### config.mk
export PLATFORM = sky130hd
export DESIGN_NAME = fixed_segment_pool_allocator
export DESIGN_NICKNAME = d
export VERILOG_FILES = /design/src/fspa_pkg.sv /design/src/fspa_map.sv /design/src/fixed_segment_pool_allocator.sv
export SDC_FILE = /design/constraint.sdc
export NUM_CORES = 1
export LEC_CHECK = 0
export BUFFER_PORTS_ARGS = -buffer_cell sky130_fd_sc_hd__buf_2
export CAP_MARGIN = 30
export CORE_ASPECT_RATIO = 1.4
export CORE_MARGIN = 2
export CORE_UTILIZATION = 42
export CTS_CLUSTER_DIAMETER = 100
export DETAILED_ROUTE_END_ITERATION = 16
export PLACE_DENSITY = 0.62
export REMOVE_ABC_BUFFERS = 1
export SLEW_MARGIN = 20
export SYNTH_ARGS = -nofsm -noshare
export SYNTH_HDL_FRONTEND = slang
export SYNTH_HIERARCHICAL = 1
export SYNTH_SLANG_ARGS = --single-unit
### constraint.sdc
create_clock -name clk -period 5.23 [get_ports clk]
set_input_delay 1.046 -clock clk [delete_from_list [all_inputs] [get_ports clk]]
set_output_delay 1.046 -clock clk [all_outputs]
set_load 0.01 [all_outputs]
### src/fspa_pkg.sv
// Shared constants, types and codes for the fixed segment pool allocator.
package fspa_pkg;

    // Pool geometry
    localparam int unsigned SEGMENTS      = 16;
    localparam int unsigned SEGMENT_WORDS = 256;

    // Field widths on the stream ports
    localparam int unsigned ADDR_W    = 12;
    localparam int unsigned STATUS_W  = 2;
    localparam int unsigned CNT_OUT_W = 5;
    localparam int unsigned IN_DATA_W  = 16;
    localparam int unsigned OUT_DATA_W = 24;

    // Internal widths
    localparam int unsigned IDX_W  = (SEGMENTS > 1) ? $clog2(SEGMENTS) : 1;
    localparam int unsigned CNT_W  = $clog2(SEGMENTS + 1);
    localparam int unsigned WORD_W = $clog2(SEGMENT_WORDS + 1);
    localparam int unsigned BASE_W = ADDR_W + WORD_W;

    // Offset to index by reciprocal multiply: q = (addr * DIV_M) >> DIV_S,
    // exact for every ADDR_W-bit offset.
    localparam int unsigned DIV_L  = $clog2(SEGMENT_WORDS);
    localparam int unsigned DIV_S  = ADDR_W + DIV_L;
    localparam int unsigned DIV_M  = (2 ** DIV_S) / SEGMENT_WORDS + 1;
    localparam int unsigned MUL_W  = ADDR_W + 2;
    localparam int unsigned PROD_W = ADDR_W + MUL_W;

    localparam logic [IDX_W-1:0] LAST_IDX = IDX_W'(SEGMENTS - 1);

    typedef enum logic [STATUS_W-1:0] {
        ST_OK           = 2'd0,
        ST_NO_MEMORY    = 2'd1,
        ST_BAD_ADDRESS  = 2'd2,
        ST_ALREADY_FREE = 2'd3
    } status_t;

    typedef enum logic {
        FUNC_ALLOC   = 1'b0,
        FUNC_RELEASE = 1'b1
    } func_t;

    typedef enum logic [2:0] {
        S_CLEAR,
        S_IDLE,
        S_SCAN,
        S_REL_DIV,
        S_REL_CHK,
        S_REL_RD,
        S_DONE
    } fsm_state_t;

    // Access to the use map: one write and one registered read per cycle
    typedef struct packed {
        logic             wr_en;
        logic [IDX_W-1:0] wr_idx;
        logic             wr_bit;
        logic             rd_en;
        logic [IDX_W-1:0] rd_idx;
    } map_req_t;

endpackage

### src/fspa_map.sv
// Segment use map: one busy bit per segment, one write port, one registered read port.
module fspa_map (
    input  logic              clk,
    input  fspa_pkg::map_req_t req,
    output logic              rd_bit
);
    import fspa_pkg::*;

    logic busy_mem [SEGMENTS];
    logic rd_bit_reg;

    always_ff @(posedge clk)
    begin
        if (req.wr_en)
        begin
            busy_mem[req.wr_idx] <= req.wr_bit;
        end
        if (req.rd_en)
        begin
            rd_bit_reg <= busy_mem[req.rd_idx];
        end
    end

    assign rd_bit = rd_bit_reg;

endmodule

### src/fixed_segment_pool_allocator.sv
// Top level of the fixed segment pool allocator: request sequencer, counters, result register.
//
// Hands out equal segments of SEGMENT_WORDS words from a pool of SEGMENTS, one busy bit per
// segment kept in a single-port-write, registered-read map. An allocate transfer (tuser 0)
// reads the map one bit per cycle from segment 0 upward and takes the first free one; its
// result comes later the higher the index of the segment taken, and an out-of-memory result
// comes once the bit of the last segment is checked, so the map read port sets the
// allocate time. A release transfer (tuser 1) takes these steps in order:
// one to turn the offset into an index by reciprocal multiply, one to check that the offset
// is a segment base and issue the map read, one to take the read bit and write back, and
// one to load the output register; an offset that is not a segment base skips the step that
// takes the read bit. A stalled result holds the sequencer in its last step.
// Items are handled one at a time; the next request is taken
// while the previous result still waits in the output register. After reset the map is
// cleared in a pass over every segment, during which no request is taken. Every result
// carries the in-use count after the request and the peak count since reset.
module fixed_segment_pool_allocator (
    input  logic                            clk,
    input  logic                            rst_n,
    // slave side
    input  logic                            s_tvalid,
    output logic                            s_tready,
    input  logic [fspa_pkg::IN_DATA_W-1:0]  s_tdata,   // [11:0] release_address, [15:12] zero
    input  logic                            s_tuser,   // [0] func
    // master side
    output logic                            m_tvalid,
    input  logic                            m_tready,
    output logic [fspa_pkg::OUT_DATA_W-1:0] m_tdata    // [1:0] status, [13:2] segment_address,
                                                       // [18:14] in_use_count,
                                                       // [23:19] peak_in_use
);
    import fspa_pkg::*;

    fsm_state_t state_reg, state_next;

    // scan / clear index and read pipeline tracking
    logic [IDX_W-1:0] scan_idx_reg, scan_idx_next;
    logic             scan_live_reg, scan_live_next;
    logic [IDX_W-1:0] chk_idx_reg, chk_idx_next;
    logic             chk_valid_reg, chk_valid_next;

    // release path
    logic [ADDR_W-1:0] addr_reg, addr_next;
    logic [ADDR_W-1:0] quot_reg, quot_next;

    // counters
    logic [CNT_W-1:0] count_reg, count_next;
    logic [CNT_W-1:0] peak_reg, peak_next;
    logic [CNT_W-1:0] count_inc;

    // pending result
    status_t           res_status_reg, res_status_next;
    logic [ADDR_W-1:0] res_seg_reg, res_seg_next;

    // output register
    logic                  m_tvalid_reg, m_tvalid_next;
    logic [OUT_DATA_W-1:0] m_tdata_reg, m_tdata_next;

    logic [PROD_W-1:0] div_prod;
    logic [BASE_W-1:0] base_prod;
    logic              base_ok;
    logic              out_free;
    logic              in_xfer;

    map_req_t map_req;
    logic     map_bit;

    fspa_map u_map (
        .clk    (clk),
        .req    (map_req),
        .rd_bit (map_bit)
    );

    assign s_tready = (state_reg == S_IDLE);
    assign in_xfer  = s_tvalid && s_tready;
    assign m_tvalid = m_tvalid_reg;
    assign m_tdata  = m_tdata_reg;
    assign out_free = !m_tvalid_reg || m_tready;

    assign count_inc = count_reg + 1'b1;

    // offset -> candidate index, then verify it lands exactly on a segment base
    assign div_prod  = PROD_W'(addr_reg) * PROD_W'(MUL_W'(DIV_M));
    assign base_prod = BASE_W'(quot_reg) * BASE_W'(WORD_W'(SEGMENT_WORDS));
    assign base_ok   = (base_prod == BASE_W'(addr_reg)) && (32'(quot_reg) < SEGMENTS);

    always_comb
    begin
        state_next      = state_reg;
        scan_idx_next   = scan_idx_reg;
        scan_live_next  = scan_live_reg;
        chk_idx_next    = chk_idx_reg;
        chk_valid_next  = 1'b0;
        addr_next       = addr_reg;
        quot_next       = quot_reg;
        count_next      = count_reg;
        peak_next       = peak_reg;
        res_status_next = res_status_reg;
        res_seg_next    = res_seg_reg;
        m_tvalid_next   = m_tvalid_reg;
        m_tdata_next    = m_tdata_reg;
        map_req         = '0;

        // output register drains independently of the sequencer
        if (m_tvalid_reg && m_tready)
        begin
            m_tvalid_next = 1'b0;
        end

        case (state_reg)
            S_CLEAR:
            begin
                map_req.wr_en  = 1'b1;
                map_req.wr_idx = scan_idx_reg;
                map_req.wr_bit = 1'b0;
                scan_idx_next  = scan_idx_reg + 1'b1;
                if (scan_idx_reg == LAST_IDX)
                begin
                    state_next = S_IDLE;
                end
            end

            S_IDLE:
            begin
                if (in_xfer)
                begin
                    addr_next = s_tdata[ADDR_W-1:0];
                    if (func_t'(s_tuser) == FUNC_ALLOC)
                    begin
                        scan_idx_next  = '0;
                        scan_live_next = 1'b1;
                        state_next     = S_SCAN;
                    end
                    else
                    begin
                        state_next = S_REL_DIV;
                    end
                end
            end

            S_SCAN:
            begin
                // issue one map read a cycle, check the bit read last cycle
                map_req.rd_en  = scan_live_reg;
                map_req.rd_idx = scan_idx_reg;
                chk_valid_next = scan_live_reg;
                chk_idx_next   = scan_idx_reg;
                if (scan_idx_reg == LAST_IDX)
                begin
                    scan_live_next = 1'b0;
                end
                else
                begin
                    scan_idx_next = scan_idx_reg + 1'b1;
                end

                if (chk_valid_reg && !map_bit)
                begin
                    map_req.wr_en   = 1'b1;
                    map_req.wr_idx  = chk_idx_reg;
                    map_req.wr_bit  = 1'b1;
                    count_next      = count_inc;
                    if (count_inc > peak_reg)
                    begin
                        peak_next = count_inc;
                    end
                    res_status_next = ST_OK;
                    res_seg_next    = ADDR_W'(32'(chk_idx_reg) * SEGMENT_WORDS);
                    scan_live_next  = 1'b0;
                    chk_valid_next  = 1'b0;
                    state_next      = S_DONE;
                end
                else if (chk_valid_reg && (chk_idx_reg == LAST_IDX))
                begin
                    res_status_next = ST_NO_MEMORY;
                    res_seg_next    = '0;
                    scan_live_next  = 1'b0;
                    chk_valid_next  = 1'b0;
                    state_next      = S_DONE;
                end
            end

            S_REL_DIV:
            begin
                quot_next  = ADDR_W'(div_prod >> DIV_S);
                state_next = S_REL_CHK;
            end

            S_REL_CHK:
            begin
                res_seg_next = '0;
                if (base_ok)
                begin
                    map_req.rd_en  = 1'b1;
                    map_req.rd_idx = quot_reg[IDX_W-1:0];
                    state_next     = S_REL_RD;
                end
                else
                begin
                    res_status_next = ST_BAD_ADDRESS;
                    state_next      = S_DONE;
                end
            end

            S_REL_RD:
            begin
                if (map_bit)
                begin
                    map_req.wr_en   = 1'b1;
                    map_req.wr_idx  = quot_reg[IDX_W-1:0];
                    map_req.wr_bit  = 1'b0;
                    count_next      = count_reg - 1'b1;
                    res_status_next = ST_OK;
                end
                else
                begin
                    res_status_next = ST_ALREADY_FREE;
                end
                state_next = S_DONE;
            end

            S_DONE:
            begin
                // counters already hold the post-request values
                if (out_free)
                begin
                    m_tvalid_next = 1'b1;
                    m_tdata_next  = {CNT_OUT_W'(peak_reg), CNT_OUT_W'(count_reg),
                                     res_seg_reg, res_status_reg};
                    state_next    = S_IDLE;
                end
            end

            default:
            begin
                state_next = S_IDLE;
            end
        endcase
    end

    // control state
    always_ff @(posedge clk or negedge rst_n)
    begin
        if (!rst_n)
        begin
            state_reg     <= S_CLEAR;
            scan_idx_reg  <= '0;
            scan_live_reg <= 1'b0;
            chk_valid_reg <= 1'b0;
            count_reg     <= '0;
            peak_reg      <= '0;
            m_tvalid_reg  <= 1'b0;
        end
        else
        begin
            state_reg     <= state_next;
            scan_idx_reg  <= scan_idx_next;
            scan_live_reg <= scan_live_next;
            chk_valid_reg <= chk_valid_next;
            count_reg     <= count_next;
            peak_reg      <= peak_next;
            m_tvalid_reg  <= m_tvalid_next;
        end
    end

    // payload
    always_ff @(posedge clk)
    begin
        chk_idx_reg    <= chk_idx_next;
        addr_reg       <= addr_next;
        quot_reg       <= quot_next;
        res_status_reg <= res_status_next;
        res_seg_reg    <= res_seg_next;
        m_tdata_reg    <= m_tdata_next;
    end

endmodule

==> metrics.csv <==
metric;value;unit
path_depth;6;
finalClockSkew;0.005854;ns
ys_types;45;
synth.area.top_cells;edfxtp_1 (49%), dfrtp_1 (14%), mux4_1 (2.9%), nor2_1 (2.8%), ha_1 (2.8%);
ff2ff_setup_slack;2.16;ns
antenna_found_initial;0;
layout-drive-gt1-share;0.1847;
synth_top_area_share;0.4946;
num_vias;2203;
tns;0;ns
whs;0.4191;ns
dp_hpwl;4487;um
nets;338;
post_cts_buffers;0;
timing.critical_path.from;state_reg[0]$_DFFE_PN0P_;
p_comb_frac;0.283;
clock_sinks;79;
setup_viol;0;
post-route-util;0.5011;
fp.dieW;82.05;um
async_flop_share;0.2532;
drt-total-wl;6109;um
clkLatencyLatePin;0.33;ns
synthToLayoutAreaGrowth;15.37;%
antenna_cells;0;
route.detailed.wl_per_inst;14.69;um
gr-total-overflow;0;
post-route-min-period;3.071;ns
initialDrtViolationCount;88;
floorplan.rows;39;
cp_data_arrival_time;3.10;ns
fmax;325.6;MHz
slew_headroom;0.4017;
r2r_start;state_reg[0]$_DFFE_PN0P_;
dieArea;0.009294;mm^2
hold_viol_final;0;
reg2regPathDepth;6;
grt_max_degree;24;
cts_resized;0;
synth_edf_count;59;
max-clock-path-buffers;2;
power.total;2.269;mW
cts_buffers;9;
yosys_warnings;6;
switching_share;0.3204;
netlist_area;0.003582;mm^2
ys_seq_area_frac;0.6343;
grt_pass1_wl;10250;um
p_leak;1.621;nW
slowest_stage;and2_1;
hold_path_class;flop to flop;
drcViolationCount;0;
grtUsageTotal;0.1494;
final_common_cell;edfxtp_1;
ys_ff_latch;79;
slowest_delay;0.74;ns
power.share.sequential;0.436;
clock-root-buffer;clkbuf_16;
ir_drop;0.0002728;V
min_period_over_period;0.5872;
critical_path_class;flop to flop;
netlist.top_cell.by_area;edfxtp_1;
required;5.26;ns
core-area;0.008247;mm^2
cts_tree;yes;
end_kind;flop;
cts_hold_buf;0;
max_cap_violations;0;
hold_depth;0;
avgSynthCellArea;13.27;um^2
dpl_worst_slack;2.143;ns
io_pins;47;
tightest_slew;0.8975;ns
final_max_slew_viol_count;0;
syn_inst;270;
worst_slack;2.159;ns
path_cells;nor3b_2 -> buf_4 -> and2_1 -> or3_1 -> or3b_2 -> nor3_1;
gp_congestion;0.8188;
cp_max_fo;23;
start_util;0.4344;
rsz0062_at_grt;no;
rr_endpoint;u_map/busy_mem[0]$_DFFE_PP_;
ant_nets;0;
crit_end;u_map/busy_mem[0]$_DFFE_PP_;
clkPwrFrac;0.281;
grt_pass1_vias;2274;
power_switching;0.7268;mW
power_density;548.9;mW/mm^2
intPower;1.542;mW
outcome;complete, no violations;
layout_common_cells;edfxtp_1 (59), buf_2 (34), nor2_1 (27), dfrtp_1 (20), a21oi_1 (14);
first_pass_iters;5;
cp_top_family;simple AND/OR/NAND/NOR gates;
synthFlopType;edfxtp_1;
path_clk_slew;0.06;ns
die_h;113.3;um
h-tree-depth;3;
crit_buf_inv;1;
vias_per_cell;5.296;
io_buffers;34;
start_kind;flop;
## per-layer routing
layer  GRT usage  up-vias  part of all wire
li1            -     1062                 -
met5           0        -                 0
met4      0.1122        0             0.046
met1      0.1547     1061              0.37
met3     0.03030       23             0.039
met2      0.2569       57              0.55
## through the flow
stage,cell area (um^2),cells
finish,4133,416
global route,4133,416
CTS,4133,416
detailed placement,3826,400
global placement,3826,400
floorplan,3513,262
## synthesized netlist by cell type, types with 2 or more instances
cell	count
edfxtp_1	59
nor2_1	27
dfrtp_1	20
a21oi_1	14
inv_1	13
buf_4	9
nand2_1	9
o21ai_1	9
xor2_1	9
ha_1	8
nand3_1	7
nor3_1	7
and2_1	6
nand2b_1	6
and3_1	5
mux2_1	5
a222oi_1	4
a22o_1	4
buf_2	4
mux4_1	4
nor2b_1	4
xnor2_1	4
mux2i_1	3
nand3b_1	3
o211ai_1	3
a31oi_1	2
clkbuf_1	2
nor4_1	2
o21a_1	2
## cell families after synthesis
group           after synthesis  share of synthesized area
fa+ha+maj                     8                    0.02794
xor+xnor                     13                    0.03179
buf+inv                      29                    0.04122
simple gates                 85                     0.1237
other cells                   1                   0.001047
flops                        79                     0.6343
compound gates               42                    0.08348
mux                          13                    0.05658
## cell type report
type                            instances  area, um^2
Fill cell                             741        4114
Sequential cell                        79        2272
Multi-Input combinational cell        169        1189
Clock buffer                           12       236.5
Timing Repair Buffer                   36       185.2
Tap cell                              102       127.6
Clock inverter                          4       70.07
Inverter                               14       52.55
## how the worst min path moves through the flow
stage	from	endpoint	slack (ns)
after global routing	res_seg_reg[9]$_SDFFCE_PP0P_	m_tdata[11]$_DFFE_PP_	0.43
after detailed placement	res_seg_reg[11]$_SDFFCE_PP0P_	m_tdata[13]$_DFFE_PP_	0.41
final	res_seg_reg[11]$_SDFFCE_PP0P_	m_tdata[13]$_DFFE_PP_	0.42
after CTS	res_seg_reg[11]$_SDFFCE_PP0P_	m_tdata[13]$_DFFE_PP_	0.42
after global placement	res_seg_reg[9]$_SDFFCE_PP0P_	m_tdata[11]$_DFFE_PP_	0.41
after floorplan	res_status_reg[0]$_DFFE_PP_	m_tdata[0]$_DFFE_PP_	0.40
## worst register-to-register path: stages (launching register included)
cell     delay (ns)
dfrtp_1        0.60
nor3b_2        0.24
buf_4          0.22
and2_1         0.75
or3_1          0.28
or3b_2         0.50
nor3_1         0.16
## power groups by stage
stage	clock (mW)	sequential, mW	combinational (mW)
finish	0.638	0.988	0.642
global route	0.686	1.01	0.729
CTS	0.656	0.988	0.653
detailed placement	0	1.00	0.649
global placement	0	0.994	0.635
floorplan	0	0.963	0.498
No activity file was read; power rests on OpenSTA's default activity.
